[config.mk]
export PLATFORM = sky130hd
export DESIGN_NAME = particle_sensor_frame_parser
export DESIGN_NICKNAME = d
export VERILOG_FILES = /design/src/psfp_pkg.sv /design/src/psfp_queue.sv /design/src/psfp_front.sv /design/src/psfp_back.sv /design/src/particle_sensor_frame_parser.sv
export SDC_FILE = /design/constraint.sdc
export NUM_CORES = 1
export LEC_CHECK = 0
export ABC_AREA = 1
export BUFFER_PORTS_ARGS = -buffer_cell sky130_fd_sc_hd__buf_2
export CORE_MARGIN = 4
export CORE_UTILIZATION = 51
export CTS_BUF_LIST = sky130_fd_sc_hd__clkbuf_2 sky130_fd_sc_hd__clkbuf_4 sky130_fd_sc_hd__clkbuf_8
export DETAILED_ROUTE_END_ITERATION = 7
export PLACE_DENSITY_LB_ADDON = 0.08
export SYNTH_ARGS = -nofsm -noshare
export SYNTH_HDL_FRONTEND = slang
export SYNTH_HIERARCHICAL = 1
export SYNTH_SLANG_ARGS = --single-unit
[constraint.sdc]
create_clock -name clk -period 3.6 [get_ports clk]
set_clock_uncertainty 0.05 [all_clocks]
set_input_delay 0.72 -clock clk [delete_from_list [all_inputs] [get_ports clk]]
set_output_delay 0.72 -clock clk [all_outputs]
set_load 0.05 [all_outputs]
[src/psfp_pkg.sv]
// ---------------------------------------------------------------------------
// Particle sensor frame parser package
// Shared item types, byte classes and frame constants.
// ---------------------------------------------------------------------------
package psfp_pkg;

  localparam logic [7:0]  HDR_FIRST   = 8'h42;
  localparam logic [7:0]  HDR_SECOND  = 8'h4D;
  localparam logic [15:0] LEN_EXPECT  = 16'd28;
  localparam logic [5:0]  FRAME_SIZE  = 6'd32;
  localparam logic [5:0]  COUNT_SAT   = 6'd33;
  localparam logic [5:0]  IDX_HDR1    = 6'd1;
  localparam logic [5:0]  IDX_LEN_LO  = 6'd3;
  localparam logic [5:0]  IDX_VAL_LO  = 6'd4;
  localparam logic [5:0]  IDX_VAL_HI  = 6'd15;
  localparam logic [5:0]  IDX_VER     = 6'd28;
  localparam logic [5:0]  IDX_ERR     = 6'd29;
  localparam logic [5:0]  IDX_CHK_HI  = 6'd30;
  localparam logic [5:0]  IDX_CHK_LO  = 6'd31;
  localparam int          NUM_WORDS   = 6;

  localparam logic [1:0] ST_OK        = 2'd0;
  localparam logic [1:0] ST_BAD_FRAME = 2'd1;
  localparam logic [1:0] ST_BAD_LEN   = 2'd2;
  localparam logic [1:0] ST_BAD_SUM   = 2'd3;

  typedef enum logic [3:0] {
    K_HDR0,
    K_HDR1,
    K_LEN,
    K_VALUE,
    K_SKIP,
    K_VER,
    K_ERR,
    K_CHK_HI,
    K_CHK_LO,
    K_EXTRA
  } kind_t;

  typedef struct packed {
    logic [7:0] data_byte;
    logic       frame_end;
  } in_item_t;

  typedef struct packed {
    logic [1:0]  status;
    logic [15:0] std_pm1;
    logic [15:0] std_pm2p5;
    logic [15:0] std_pm10;
    logic [15:0] atm_pm1;
    logic [15:0] atm_pm2p5;
    logic [15:0] atm_pm10;
    logic [7:0]  sensor_version;
    logic [7:0]  sensor_error;
  } out_item_t;

  typedef struct packed {
    logic [7:0] data_byte;
    logic       frame_end;
    kind_t      kind;
    logic [2:0] slot;
  } q_entry_t;

  typedef struct packed {
    logic full;
    logic empty;
  } q_stat_t;

endpackage

[src/psfp_queue.sv]
// ---------------------------------------------------------------------------
// Classified byte queue
// Small register FIFO between the classifying front and the executing back.
// ---------------------------------------------------------------------------
module psfp_queue #(
  parameter int DEPTH = 2
) (
  input  logic               clk,
  input  logic               rst_n,
  input  logic               push,
  input  psfp_pkg::q_entry_t push_data,
  input  logic               pop,
  output psfp_pkg::q_entry_t head,
  output psfp_pkg::q_stat_t  stat
);
  import psfp_pkg::*;

  localparam int PTR_W = (DEPTH > 1) ? $clog2(DEPTH) : 1;
  localparam int CNT_W = $clog2(DEPTH + 1);
  localparam logic [PTR_W-1:0] PTR_LAST = PTR_W'(DEPTH - 1);
  localparam logic [CNT_W-1:0] CNT_FULL = CNT_W'(DEPTH);

  q_entry_t         mem_r [DEPTH];
  logic [PTR_W-1:0] wr_ptr_r, wr_ptr_nxt;
  logic [PTR_W-1:0] rd_ptr_r, rd_ptr_nxt;
  logic [CNT_W-1:0] cnt_r, cnt_nxt;

  always_comb begin
    wr_ptr_nxt = wr_ptr_r;
    rd_ptr_nxt = rd_ptr_r;
    cnt_nxt    = cnt_r;
    if (push) begin
      wr_ptr_nxt = (wr_ptr_r == PTR_LAST) ? '0 : wr_ptr_r + 1'b1;
    end
    if (pop) begin
      rd_ptr_nxt = (rd_ptr_r == PTR_LAST) ? '0 : rd_ptr_r + 1'b1;
    end
    if (push && !pop) begin
      cnt_nxt = cnt_r + 1'b1;
    end else if (pop && !push) begin
      cnt_nxt = cnt_r - 1'b1;
    end
  end

  always_ff @(posedge clk) begin
    if (!rst_n) begin
      wr_ptr_r <= '0;
      rd_ptr_r <= '0;
      cnt_r    <= '0;
    end else begin
      wr_ptr_r <= wr_ptr_nxt;
      rd_ptr_r <= rd_ptr_nxt;
      cnt_r    <= cnt_nxt;
    end
  end

  always_ff @(posedge clk) begin
    if (push) begin
      mem_r[wr_ptr_r] <= push_data;
    end
  end

  assign head       = mem_r[rd_ptr_r];
  assign stat.full  = (cnt_r == CNT_FULL);
  assign stat.empty = (cnt_r == '0);

endmodule

[src/psfp_front.sv]
// ---------------------------------------------------------------------------
// Frame parser front
// Accepts bytes, tracks the byte position and tags each byte with its role.
// ---------------------------------------------------------------------------
module psfp_front (
  input  logic               clk,
  input  logic               rst_n,
  input  logic               in_valid,
  output logic               in_stall,
  input  psfp_pkg::in_item_t in_data,
  input  psfp_pkg::q_stat_t  q_stat,
  output logic               push,
  output psfp_pkg::q_entry_t push_data
);
  import psfp_pkg::*;

  logic [5:0] idx_r, idx_nxt;
  logic [5:0] val_off;

  assign in_stall = q_stat.full;
  assign push     = in_valid && !q_stat.full;
  assign val_off  = idx_r - IDX_VAL_LO;

  // Classify the byte by its position in the buffer.
  always_comb begin
    push_data.data_byte = in_data.data_byte;
    push_data.frame_end = in_data.frame_end;
    push_data.slot      = val_off[3:1];
    if (idx_r >= FRAME_SIZE) begin
      push_data.kind = K_EXTRA;
    end else if (idx_r == '0) begin
      push_data.kind = K_HDR0;
    end else if (idx_r == IDX_HDR1) begin
      push_data.kind = K_HDR1;
    end else if (idx_r <= IDX_LEN_LO) begin
      push_data.kind = K_LEN;
    end else if (idx_r <= IDX_VAL_HI) begin
      push_data.kind = K_VALUE;
    end else if (idx_r < IDX_VER) begin
      push_data.kind = K_SKIP;
    end else if (idx_r == IDX_VER) begin
      push_data.kind = K_VER;
    end else if (idx_r == IDX_ERR) begin
      push_data.kind = K_ERR;
    end else if (idx_r == IDX_CHK_HI) begin
      push_data.kind = K_CHK_HI;
    end else begin
      push_data.kind = K_CHK_LO;
    end
  end

  // Restart on the last byte, otherwise advance and saturate past the frame.
  always_comb begin
    idx_nxt = idx_r;
    if (push) begin
      if (in_data.frame_end) begin
        idx_nxt = '0;
      end else if (idx_r < COUNT_SAT) begin
        idx_nxt = idx_r + 1'b1;
      end
    end
  end

  always_ff @(posedge clk) begin
    if (!rst_n) begin
      idx_r <= '0;
    end else begin
      idx_r <= idx_nxt;
    end
  end

  // Positions past IDX_CHK_LO are all folded into K_EXTRA above.
  logic unused_idx;
  assign unused_idx = ^{val_off[5:4], val_off[0], IDX_CHK_LO};

endmodule

[src/psfp_back.sv]
// ---------------------------------------------------------------------------
// Frame parser back
// Executes classified bytes: sum, header check, capture, and result issue.
// ---------------------------------------------------------------------------
module psfp_back (
  input  logic                clk,
  input  logic                rst_n,
  input  psfp_pkg::q_stat_t   q_stat,
  input  psfp_pkg::q_entry_t  head,
  output logic                pop,
  output logic                out_valid,
  input  logic                out_stall,
  output psfp_pkg::out_item_t out_data
);
  import psfp_pkg::*;

  logic [15:0] sum_r, sum_nxt;
  logic        hdr_good_r, hdr_good_nxt;
  logic [15:0] len_r, len_nxt;
  logic [15:0] value_r [NUM_WORDS];
  logic [15:0] value_nxt [NUM_WORDS];
  logic [7:0]  ver_r, ver_nxt;
  logic [7:0]  err_r, err_nxt;
  logic [7:0]  chk_hi_r, chk_hi_nxt;
  logic        out_valid_r, out_valid_nxt;
  out_item_t   out_data_r, out_data_nxt;
  logic        out_free;
  logic [1:0]  status;

  assign out_free = !out_valid_r || !out_stall;
  // Hold a last byte in the queue until the output register can take it.
  assign pop = !q_stat.empty && (!head.frame_end || out_free);

  always_comb begin
    if (!hdr_good_r || head.kind != K_CHK_LO) begin
      status = ST_BAD_FRAME;
    end else if (len_r != LEN_EXPECT) begin
      status = ST_BAD_LEN;
    end else if (sum_r != {chk_hi_r, head.data_byte}) begin
      status = ST_BAD_SUM;
    end else begin
      status = ST_OK;
    end
  end

  always_comb begin
    sum_nxt       = sum_r;
    hdr_good_nxt  = hdr_good_r;
    len_nxt       = len_r;
    value_nxt     = value_r;
    ver_nxt       = ver_r;
    err_nxt       = err_r;
    chk_hi_nxt    = chk_hi_r;
    out_valid_nxt = out_free ? 1'b0 : out_valid_r;
    out_data_nxt  = out_data_r;
    if (pop) begin
      if (head.kind != K_CHK_HI && head.kind != K_CHK_LO && head.kind != K_EXTRA) begin
        sum_nxt = sum_r + {8'd0, head.data_byte};
      end
      case (head.kind)
        K_HDR0: begin
          if (head.data_byte != HDR_FIRST) hdr_good_nxt = 1'b0;
        end
        K_HDR1: begin
          if (head.data_byte != HDR_SECOND) hdr_good_nxt = 1'b0;
        end
        K_LEN:    len_nxt = {len_r[7:0], head.data_byte};
        K_VALUE:  value_nxt[head.slot] = {value_r[head.slot][7:0], head.data_byte};
        K_VER:    ver_nxt = head.data_byte;
        K_ERR:    err_nxt = head.data_byte;
        K_CHK_HI: chk_hi_nxt = head.data_byte;
        default: ;
      endcase
      if (head.frame_end) begin
        out_valid_nxt = 1'b1;
        out_data_nxt  = '0;
        out_data_nxt.status = status;
        if (status == ST_OK) begin
          out_data_nxt.std_pm1        = value_r[0];
          out_data_nxt.std_pm2p5      = value_r[1];
          out_data_nxt.std_pm10       = value_r[2];
          out_data_nxt.atm_pm1        = value_r[3];
          out_data_nxt.atm_pm2p5      = value_r[4];
          out_data_nxt.atm_pm10       = value_r[5];
          out_data_nxt.sensor_version = ver_r;
          out_data_nxt.sensor_error   = err_r;
        end
        // Drop the frame state for the next buffer.
        sum_nxt      = '0;
        hdr_good_nxt = 1'b1;
        len_nxt      = '0;
        for (int i = 0; i < NUM_WORDS; i++) begin
          value_nxt[i] = '0;
        end
        ver_nxt    = '0;
        err_nxt    = '0;
        chk_hi_nxt = '0;
      end
    end
  end

  always_ff @(posedge clk) begin
    if (!rst_n) begin
      sum_r       <= '0;
      hdr_good_r  <= 1'b1;
      len_r       <= '0;
      for (int i = 0; i < NUM_WORDS; i++) begin
        value_r[i] <= '0;
      end
      ver_r       <= '0;
      err_r       <= '0;
      chk_hi_r    <= '0;
      out_valid_r <= 1'b0;
    end else begin
      sum_r       <= sum_nxt;
      hdr_good_r  <= hdr_good_nxt;
      len_r       <= len_nxt;
      value_r     <= value_nxt;
      ver_r       <= ver_nxt;
      err_r       <= err_nxt;
      chk_hi_r    <= chk_hi_nxt;
      out_valid_r <= out_valid_nxt;
    end
  end

  always_ff @(posedge clk) begin
    out_data_r <= out_data_nxt;
  end

  assign out_valid = out_valid_r;
  assign out_data  = out_data_r;

endmodule

[src/particle_sensor_frame_parser.sv]
// The front writes each accepted byte into the queue, and the back executes it
// from the queue head; executing a frame's last byte registers its result.
// Throughput: one byte per cycle; the front stalls only when the queue is full,
// which happens while a finished result waits under out_stall.
// Reset: synchronous active-low rst_n clears the byte position, queue,
// frame state and result valid; no clearing pass is needed.
// ---------------------------------------------------------------------------
// Particle sensor frame parser
// Parses the 32-byte particle sensor frame byte by byte and reports status,
// the six mass-concentration words, and the version and error bytes.
// ---------------------------------------------------------------------------
module particle_sensor_frame_parser #(
  parameter int QUEUE_DEPTH = 2
) (
  input  logic                clk,
  input  logic                rst_n,
  input  logic                in_valid,
  output logic                in_stall,
  input  psfp_pkg::in_item_t  in_data,
  output logic                out_valid,
  input  logic                out_stall,
  output psfp_pkg::out_item_t out_data
);
  import psfp_pkg::*;

  // Front to queue: classified request plus queue status back.
  logic     push;
  q_entry_t push_data;
  q_stat_t  q_stat;

  // Queue to back: head request and its release.
  logic     pop;
  q_entry_t head;

  // Front: accept bytes, track the position in the buffer, tag each byte.
  // The position restarts on the flagged last byte, so classification never
  // waits on the back.
  psfp_front u_front (
    .clk       (clk),
    .rst_n     (rst_n),
    .in_valid  (in_valid),
    .in_stall  (in_stall),
    .in_data   (in_data),
    .q_stat    (q_stat),
    .push      (push),
    .push_data (push_data)
  );

  // Queue: decouple the two halves so that an output stall holds only the
  // last byte of a frame while later bytes keep arriving until the queue fills.
  psfp_queue #(
    .DEPTH (QUEUE_DEPTH)
  ) u_queue (
    .clk       (clk),
    .rst_n     (rst_n),
    .push      (push),
    .push_data (push_data),
    .pop       (pop),
    .head      (head),
    .stat      (q_stat)
  );

  // Back: accumulate the checksum, check header and length, capture values,
  // and issue one result into the output register on the last byte.
  psfp_back u_back (
    .clk       (clk),
    .rst_n     (rst_n),
    .q_stat    (q_stat),
    .head      (head),
    .pop       (pop),
    .out_valid (out_valid),
    .out_stall (out_stall),
    .out_data  (out_data)
  );

endmodule

Word-level counts from Yosys, hierarchy flattened. Memories as Yosys holds them, arrays and structs flattened. A register that Yosys moved wholly into a read port is not among the register bits. Cells that the tools add are included.

Add/sub/neg operators: 7. $mul: 0. Div/mod/pow operators: 0. $lt $le $gt $ge: 7. Equality and inequality tests: 20. Shift-type cells: 0. Mux-type cells: 47. Bitwise gates (word level): 1. Reductions and logical operators: 40.

Operators with widths (count): $mux W96 (2); $bwmux W96 (1); $mux W16 (5); $mux W8 (8); $bmux W16 S3 (1); $demux W16 S3 (1); $mux W4 (9); $eq A6 B5 Y1 const B (3); $add A16 B8 Y16 (1); $ne A16 B16 Y1 (1); $ne A16 B5 Y1 const B (1); $ne A8 B7 Y1 const B (2); $reduce_and A2 Y1 (8); $reduce_bool A2 Y1 (8); $eq A4 B3 Y1 const B (3); $mux W1 (12); $mux W6 (2); $mux W2 (5); $eq A4 B2 Y1 const B (2); $logic_not A1 Y1 (8); $ne A4 B4 Y1 const B (2); $logic_and A1 B1 Y1 (7); $add A6 B1 Y6 const B (1); $eq A6 B1 Y1 const B (1); 23 further kinds (28).

Register bits: 278. Bits in latches: 0. Memory bits (writable): 32. Memory bits (read-only): 0. Input port bits: 13. Output and inout bits: 116. Word-level logic and storage cells: 149. Memories: 1.

Memory list: u_queue.mem_r (words 2, width 16, rd ports 1, clocked after Yosys merged registers in 1, write ports 1, line psfp_queue.sv:23) `q_entry_t mem_r [DEPTH];`.

Longest topological paths before layout. Gate-level depths: netlist of the first run.

Word-level depth: 10. Depth in mapped cells: 14. Depth with buffers taken out: 12.

Hierarchy. The synthesis of the first run kept the hierarchy.

By module, submodules not included: psfp_back (times used 1, cells each 1234, area an instance 10933.0 um^2); psfp_queue (times used 1, cells each 85, area an instance 1437.6 um^2); psfp_front (times used 1, cells each 102, area an instance 686.9 um^2).

Least setup slack after synthesis of the first run. OpenSTA, ideal clock, no wires.

Kind: reg-to-reg. Start point: register with a tool-made name. End point: register u_back.out_data_r, in the netlist u_back/out_data[0] (enable). Setup time: 0.468 ns. Data arrival time: 3.479 ns. Setup slack: -0.397 ns. Stages on the path, launching flop included: 8. Path buffers: 4. Clock period less this slack: 3.997 ns. Path through: dfxtp_1 > buf_6 > buf_12 > mux2_4 > buf_6 > buf_2 > nand2_1 > inv_1.

RTL lines: end signal, assigned (line psfp_back.sv:127) `out_data_r <= out_data_nxt;`; end, declared (line psfp_back.sv:26) `out_item_t out_data_r, out_data_nxt;`.

==> results of run 1 <==
==> per-layer routing <==
layer | GRT usage [%] | vias to the layer above
met5 | 0 | -
met4 | 5.61 | 0
met3 | 3.62 | 53
met2 | 33.3 | 274
met1 | 28.1 | 4539
li1 | - | 4894
==> cell usage after synthesis (5+ instances only) <==
| master | count |
|---|---|
| ha_1 | 17 |
| o21ai_0 | 43 |
| o21ai_2 | 5 |
| clkbuf_1 | 30 |
| buf_4 | 17 |
| buf_2 | 20 |
| a21oi_1 | 156 |
| dfxtp_1 | 165 |
| nor2_1 | 176 |
| inv_1 | 188 |
| mux2_2 | 6 |
| nand4_1 | 48 |
| nand2_1 | 265 |
| nand3_1 | 65 |
| mux2_4 | 10 |
| edfxtp_1 | 146 |
| inv_2 | 5 |
==> cell type report <==
class / instances / area (sq um) / area share [%]
timing repair buffer: 141 / 763 / 5.14
clock buffer: 78 / 942 / 6.34
sequential: 311 / 7690 / 51.7
clock inverter: 15 / 92.6 / 0.623
inverter: 198 / 752 / 5.06
tap: 330 / 413 / 2.78
multi-input combinational: 839 / 4210 / 28.3
==> cell families (layout without fill, tap and decap cells) <==
group	after synthesis	after routing	share of synthesized area, %
flops	311	311	58.9
fa+ha+maj	18	18	1.78
xor+xnor	4	4	0.268
simple gates	578	578	19.4
buf+inv	271	432	8.86
compound gates	223	223	9.12
mux	16	16	1.67
==> metrics by stage <==
step | utilization (%) | instances | cell area (sq um)
after floorplan | - | 1421 | 13100
after global placement | 54.9 | 1819 | 13800
after detailed placement | 54.9 | 1819 | 13800
after CTS | 59.0 | 1912 | 14900
after global routing | 59.0 | 1912 | 14900
final | 59.0 | 1912 | 14900
==> power by group through the flow <==
stage / logic (uW) / clock network (uW) / registers [uW]
2_1_floorplan: 2080 / 0 / 6060
6_report: 4220 / 3060 / 4780
3_5_place_dp: 4230 / 0 / 4850
5_1_grt: 4560 / 3320 / 4840
3_3_place_gp: 4200 / 0 / 4840
4_1_cts: 4240 / 3130 / 4780
==> sequential cells by signal, indices dropped and copies added, names as in the netlist, named ones only <==
register	cells
u_back/err_r	8
u_back/out_valid	1
u_front/idx_r	6
u_back/sum_r	16
u_back/chk_hi_r	8
u_back/ver_r	8
u_queue/cnt_r	2
u_queue/wr_ptr_r	1
u_back/hdr_good_r	1
u_back/value_r	96
u_back/len_r	16
u_queue/mem_r	32
u_queue/rd_ptr_r	1
u_back/out_data	114
==> how the worst max path moves through the flow <==
stage | depth (start not counted) | end | slack (ns)
3_5_place_dp | 8 | u_back/out_data[111] | 0.58
5_1_grt | 6 | u_back/len_r[6] | 0.31
6_report | 8 | u_back/out_data[111] | 0.53
3_3_place_gp | 8 | u_back/out_data[15] | 0.59
2_1_floorplan | 7 | u_back/out_data[0] | 0.13
4_1_cts | 8 | u_back/out_data[111] | 0.53
==> worst register-to-register path, cell delays in order (launching register included) <==
cell     delay [ns]
dfxtp_1        0.72
mux2_4         0.45
ha_1           0.39
inv_1          0.12
nand4_1        0.15
nor3_2         0.27
nand4_1        0.21
buf_4          0.34
nor2_1         0.21
==> flow_metrics.env, run 1 <==
export IMPL_p_leak_uw=0.00556
export IMPL_synth_top_area_cell="edfxtp_1"
export IMPL_setup_violations_final=0
export IMPL_r2r_slack_ns=0.53
export IMPL_critPathTopFamily="simple AND/OR/NAND/NOR gates"
export IMPL_p_sw_uw=4900
export IMPL_synth_top_area_share_pct=33.6
export IMPL_internal_power_uw=7150
export IMPL_synth_cell_types=45
export IMPL_min_from="in_data[1]"
export IMPL_cpMaxStageDelayCell="dfxtp_1"
export IMPL_cp_required_ns=3.94
export IMPL_cp_common_cell="nand4_1"
export IMPL_rsz0062_at_grt="no"
export IMPL_hp_class="primary input to flop"
export IMPL_synthTopCellsByArea="edfxtp_1 34%, dfxtp_1 25%, nand2_1 7.6%"
export IMPL_syn_num_nets=1452
export IMPL_ys_async_sr_fraction_pct=0
export IMPL_max_freq_mhz=325
export IMPL_syn_area_per_cell_sq_um=9.19
export IMPL_cp_max_fo=47
export IMPL_dr_wl_met3_mm=1.65
export IMPL_hold_ws_ns=0.306
export IMPL_dieHeight_um=168
export IMPL_first_iter_violations=732
export IMPL_num_fill_cells=2285
export IMPL_p_per_area_nw_per_um2=811
export IMPL_total_power_uw=12000
export IMPL_ios=129
export IMPL_netlist_area_sq_um=13100
export IMPL_drt_first_pass_iters=5
export IMPL_gp_congestion=0.880
export IMPL_period_needed_ns=3.07
export IMPL_cts_tree="yes"
export IMPL_worstPathCellList="mux2_4 -> ha_1 -> inv_1 -> nand4_1 -> nor3_2 -> nand4_1 -> buf_4 -> nor2_1"
export IMPL_htreeDepth=2
export IMPL_finalMaxSlewViolations=0
export IMPL_cts_sinks=311
export IMPL_min_to="u_queue/mem_r[0][8]"
export IMPL_final_cell_mix="265 x nand2_1, 187 x inv_1, 176 x nor2_1, 165 x dfxtp_1, 156 x a21oi_1"
export IMPL_tns_ns=0
export IMPL_irDropWorstVdd_v=0.000743
export IMPL_die_w_um=168
export IMPL_drive_gt1_share_pct=17.4
export IMPL_outcome="completed"
export IMPL_grt_ovfl_total=0
export IMPL_synth_edf_count=146
export IMPL_clk_pin_slew_worst_paths_ns=0.06
export IMPL_drcViolationCount=0
export IMPL_syn_inst=1421
export IMPL_fp_row_count=58
export IMPL_cts_setup_buffers=0
export IMPL_cp_arrival_ns=3.41
export IMPL_antenna_cells=0
export IMPL_antenna_left=0
export IMPL_r2r_cells=8
export IMPL_final_common_cell="nand2_1"
export IMPL_grt_antenna_before_repair=0
export IMPL_met1_length_mm=13.2
export IMPL_finalHoldViolations=0
export IMPL_ys_seq_area_share_pct=58.9
export IMPL_worstSetupPathType="flop to flop"
export IMPL_clock_latency_ns=0.56
export IMPL_start_util_pct=51.9
export IMPL_cts_buffer_depth=3
export IMPL_postCtsResizedCells=0
export IMPL_cp_start_kind="flop"
export IMPL_grt_max_degree=88
export IMPL_top_layer_used="met4"
export IMPL_hpwl_mm=18.8
export IMPL_seqPwrFrac_pct=39.6
export IMPL_synth_ff_type="dfxtp_1"
export IMPL_postRouteWirelength_mm=28.9
export IMPL_hold_buffers=0
export IMPL_routed_via_count=9760
export IMPL_ys_seq_elements=311
export IMPL_wl_per_cell_um=15.1
export IMPL_timing_rr_end="u_back/out_data[111]"
export IMPL_clockRootBuffer="clkbuf_8"
export IMPL_max_slew_margin_rel_pct=55.9
export IMPL_dr_wl_met2_mm=13.4
export IMPL_core_area_sq_um=25200
export IMPL_fin_crit_sh_pct=85.4
export IMPL_vias_per_cell=5.10
export IMPL_dieArea_sq_um=28200
export IMPL_worst_pin_slew_ns=0.662
export IMPL_fin_nets=1572
export IMPL_grt_pass1_wl_mm=47.3
export IMPL_p_comb_share_pct=35.0
export IMPL_portBuffers=128
export IMPL_post_place_ws_ns=0.581
export IMPL_ys_warn_count=6
export IMPL_cp_end_kind="flop"
export IMPL_grt_usage_pct=20.4
export IMPL_crit_buf_inv=2
export IMPL_min_path_cells=1
export IMPL_synthToLayoutAreaGrowth_pct=13.8
export IMPL_power_frac_clock_pct=25.4
export IMPL_critPathMaxStageDelay_ns=0.72
export IMPL_grt_pass1_vias=9307
export IMPL_cts_buffers=50
export IMPL_drv_cap=0
export IMPL_setup_slack_ns=0.527
export IMPL_p_sw_share_pct=40.6
Note: power is estimated with default switching activity, not from simulation.
==> run 2, diff against run 1 <==
Settings changed: BUFFER_PORTS_ARGS -buffer_cell sky130_fd_sc_hd__buf_2 to -buffer_cell sky130_fd_sc_hd__buf_4, HOLD_SLACK_MARGIN set to 0.15.
==> flow_metrics.env, run 2 (synthesis gave the netlist of run 1 again) <==
export IMPL_grt_usage_pct=20.1
export IMPL_wl_per_cell_um=15.1
export IMPL_cp_start_kind="flop"
export IMPL_setup_slack_ns=0.467
export IMPL_cp_required_ns=3.94
export IMPL_period_needed_ns=3.13
export IMPL_total_power_uw=12200
export IMPL_hpwl_mm=18.8
export IMPL_cp_common_cell="nor2_1"
export IMPL_irDropWorstVdd_v=0.000432
export IMPL_top_layer_used="met4"
export IMPL_drv_cap=0
export IMPL_critPathMaxStageDelay_ns=0.73
export IMPL_portBuffers=128
export IMPL_drive_gt1_share_pct=17.4
export IMPL_dr_wl_met3_mm=1.59
export IMPL_clock_latency_ns=0.56
export IMPL_p_leak_uw=0.00564
export IMPL_vias_per_cell=5.07
export IMPL_cts_sinks=311
export IMPL_dieHeight_um=168
export IMPL_grt_pass1_vias=9194
export IMPL_die_w_um=168
export IMPL_finalHoldViolations=0
export IMPL_clk_pin_slew_worst_paths_ns=0.06
export IMPL_dieArea_sq_um=28200
export IMPL_critPathTopFamily="simple AND/OR/NAND/NOR gates"
export IMPL_grt_max_degree=51
export IMPL_antenna_cells=0
export IMPL_worstPathCellList="mux2_2 -> ha_1 -> nor2_1 -> nand3_1 -> nor3_2 -> nand4_1 -> buf_4 -> nor2_1"
export IMPL_post_place_ws_ns=0.449
export IMPL_hold_buffers=0
export IMPL_met1_length_mm=13.1
export IMPL_cp_end_kind="flop"
export IMPL_hp_class="primary input to flop"
export IMPL_drcViolationCount=0
export IMPL_max_slew_margin_rel_pct=54.7
export IMPL_drt_first_pass_iters=5
export IMPL_cp_max_fo=43
export IMPL_tns_ns=0
export IMPL_cp_arrival_ns=3.48
export IMPL_clockRootBuffer="clkbuf_8"
export IMPL_ios=129
export IMPL_postRouteWirelength_mm=28.9
export IMPL_crit_buf_inv=1
export IMPL_grt_antenna_before_repair=0
export IMPL_cts_buffers=50
export IMPL_finalNonFillerCells=1912
export IMPL_grt_ovfl_total=0
export IMPL_htreeDepth=2
export IMPL_postCtsResizedCells=0
export IMPL_core_area_sq_um=25200
export IMPL_first_iter_violations=646
export IMPL_max_freq_mhz=319
export IMPL_antenna_left=0
export IMPL_fin_util_pct=60.2
export IMPL_dr_wl_met2_mm=13.7
export IMPL_p_per_area_nw_per_um2=806
export IMPL_place_inst=1818
export IMPL_fin_nets=1571
export IMPL_gp_congestion=0.875
export IMPL_worst_pin_slew_ns=0.680
export IMPL_grt_pass1_wl_mm=46.9
export IMPL_final_cell_mix="265 x nand2_1, 187 x inv_1, 176 x nor2_1, 165 x dfxtp_1, 156 x a21oi_1"
export IMPL_finalMaxSlewViolations=0
export IMPL_cts_setup_buffers=0
export IMPL_synthToLayoutAreaGrowth_pct=16.0
export IMPL_setup_violations_final=0
export IMPL_rsz0062_at_grt="no"
export IMPL_outcome="completed"
export IMPL_start_util_pct=51.9
export IMPL_cts_tree="yes"
export IMPL_fp_row_count=58
export IMPL_routed_via_count=9702
export IMPL_largest_reg_flops=114
export IMPL_cpMaxStageDelayCell="dfxtp_1"
export IMPL_fin_crit_sh_pct=87.0
export IMPL_cts_buffer_depth=3
export IMPL_worstSetupPathType="flop to flop"
export IMPL_final_common_cell="nand2_1"
## run 2: changes by cell type in the layout (fill, tap and decap cells not counted), sizes merged
cell	change
inv	+1
clkbuf	-1
bufinv	-1
buf	-1
clkinv	+2
## run 2: layout make-up
type	count	area, sq um
fill	2209	10000
sequential	311	7690
multi-input combinational	839	4210
timing repair buffer	140	1080
clock buffer	77	922
inverter	198	752
tap	330	413
clock inverter	17	83.8
## run 2: report_power, final
part	internal (uW)	switching, uW
registers	4520	284
clock network	1640	1330
logic	1110	3330
## run 2: layer usage
metal | GRT usage (%) | up-vias
li1 | - | 4878
met5 | 0 | -
met3 | 3.31 | 48
met4 | 4.83 | 0
met2 | 33.4 | 283
met1 | 27.8 | 4493
## run 2: worst paths after layout
check,from,to,slack (ns),cells after the start
hold / removal,in_data[4],u_queue/mem_r[1][11],0.31,1
setup / recovery,flop,u_back/out_data[28],0.47,8
hold reg to reg,u_back/ver_r[1],u_back/ver_r[1],0.41,2
setup reg to reg,flop,u_back/out_data[28],0.47,8
## run 2: worst reg2reg max path, cell delays in order (launching register included)
cell and delay, ns:
dfxtp_1 0.73, mux2_2 0.57, ha_1 0.41, nor2_1 0.15, nand3_1 0.11, nor3_2 0.19
nand4_1 0.24, buf_4 0.35, nor2_1 0.19
## run 2: through the flow
stage / hold slack, ns / area (sq um)
finish: 0.309 / 15100
global route: 0.272 / 15100
CTS: 0.279 / 15100
detailed placement: 0.391 / 14100
global placement: 0.384 / 14100
floorplan: 0.369 / 13100
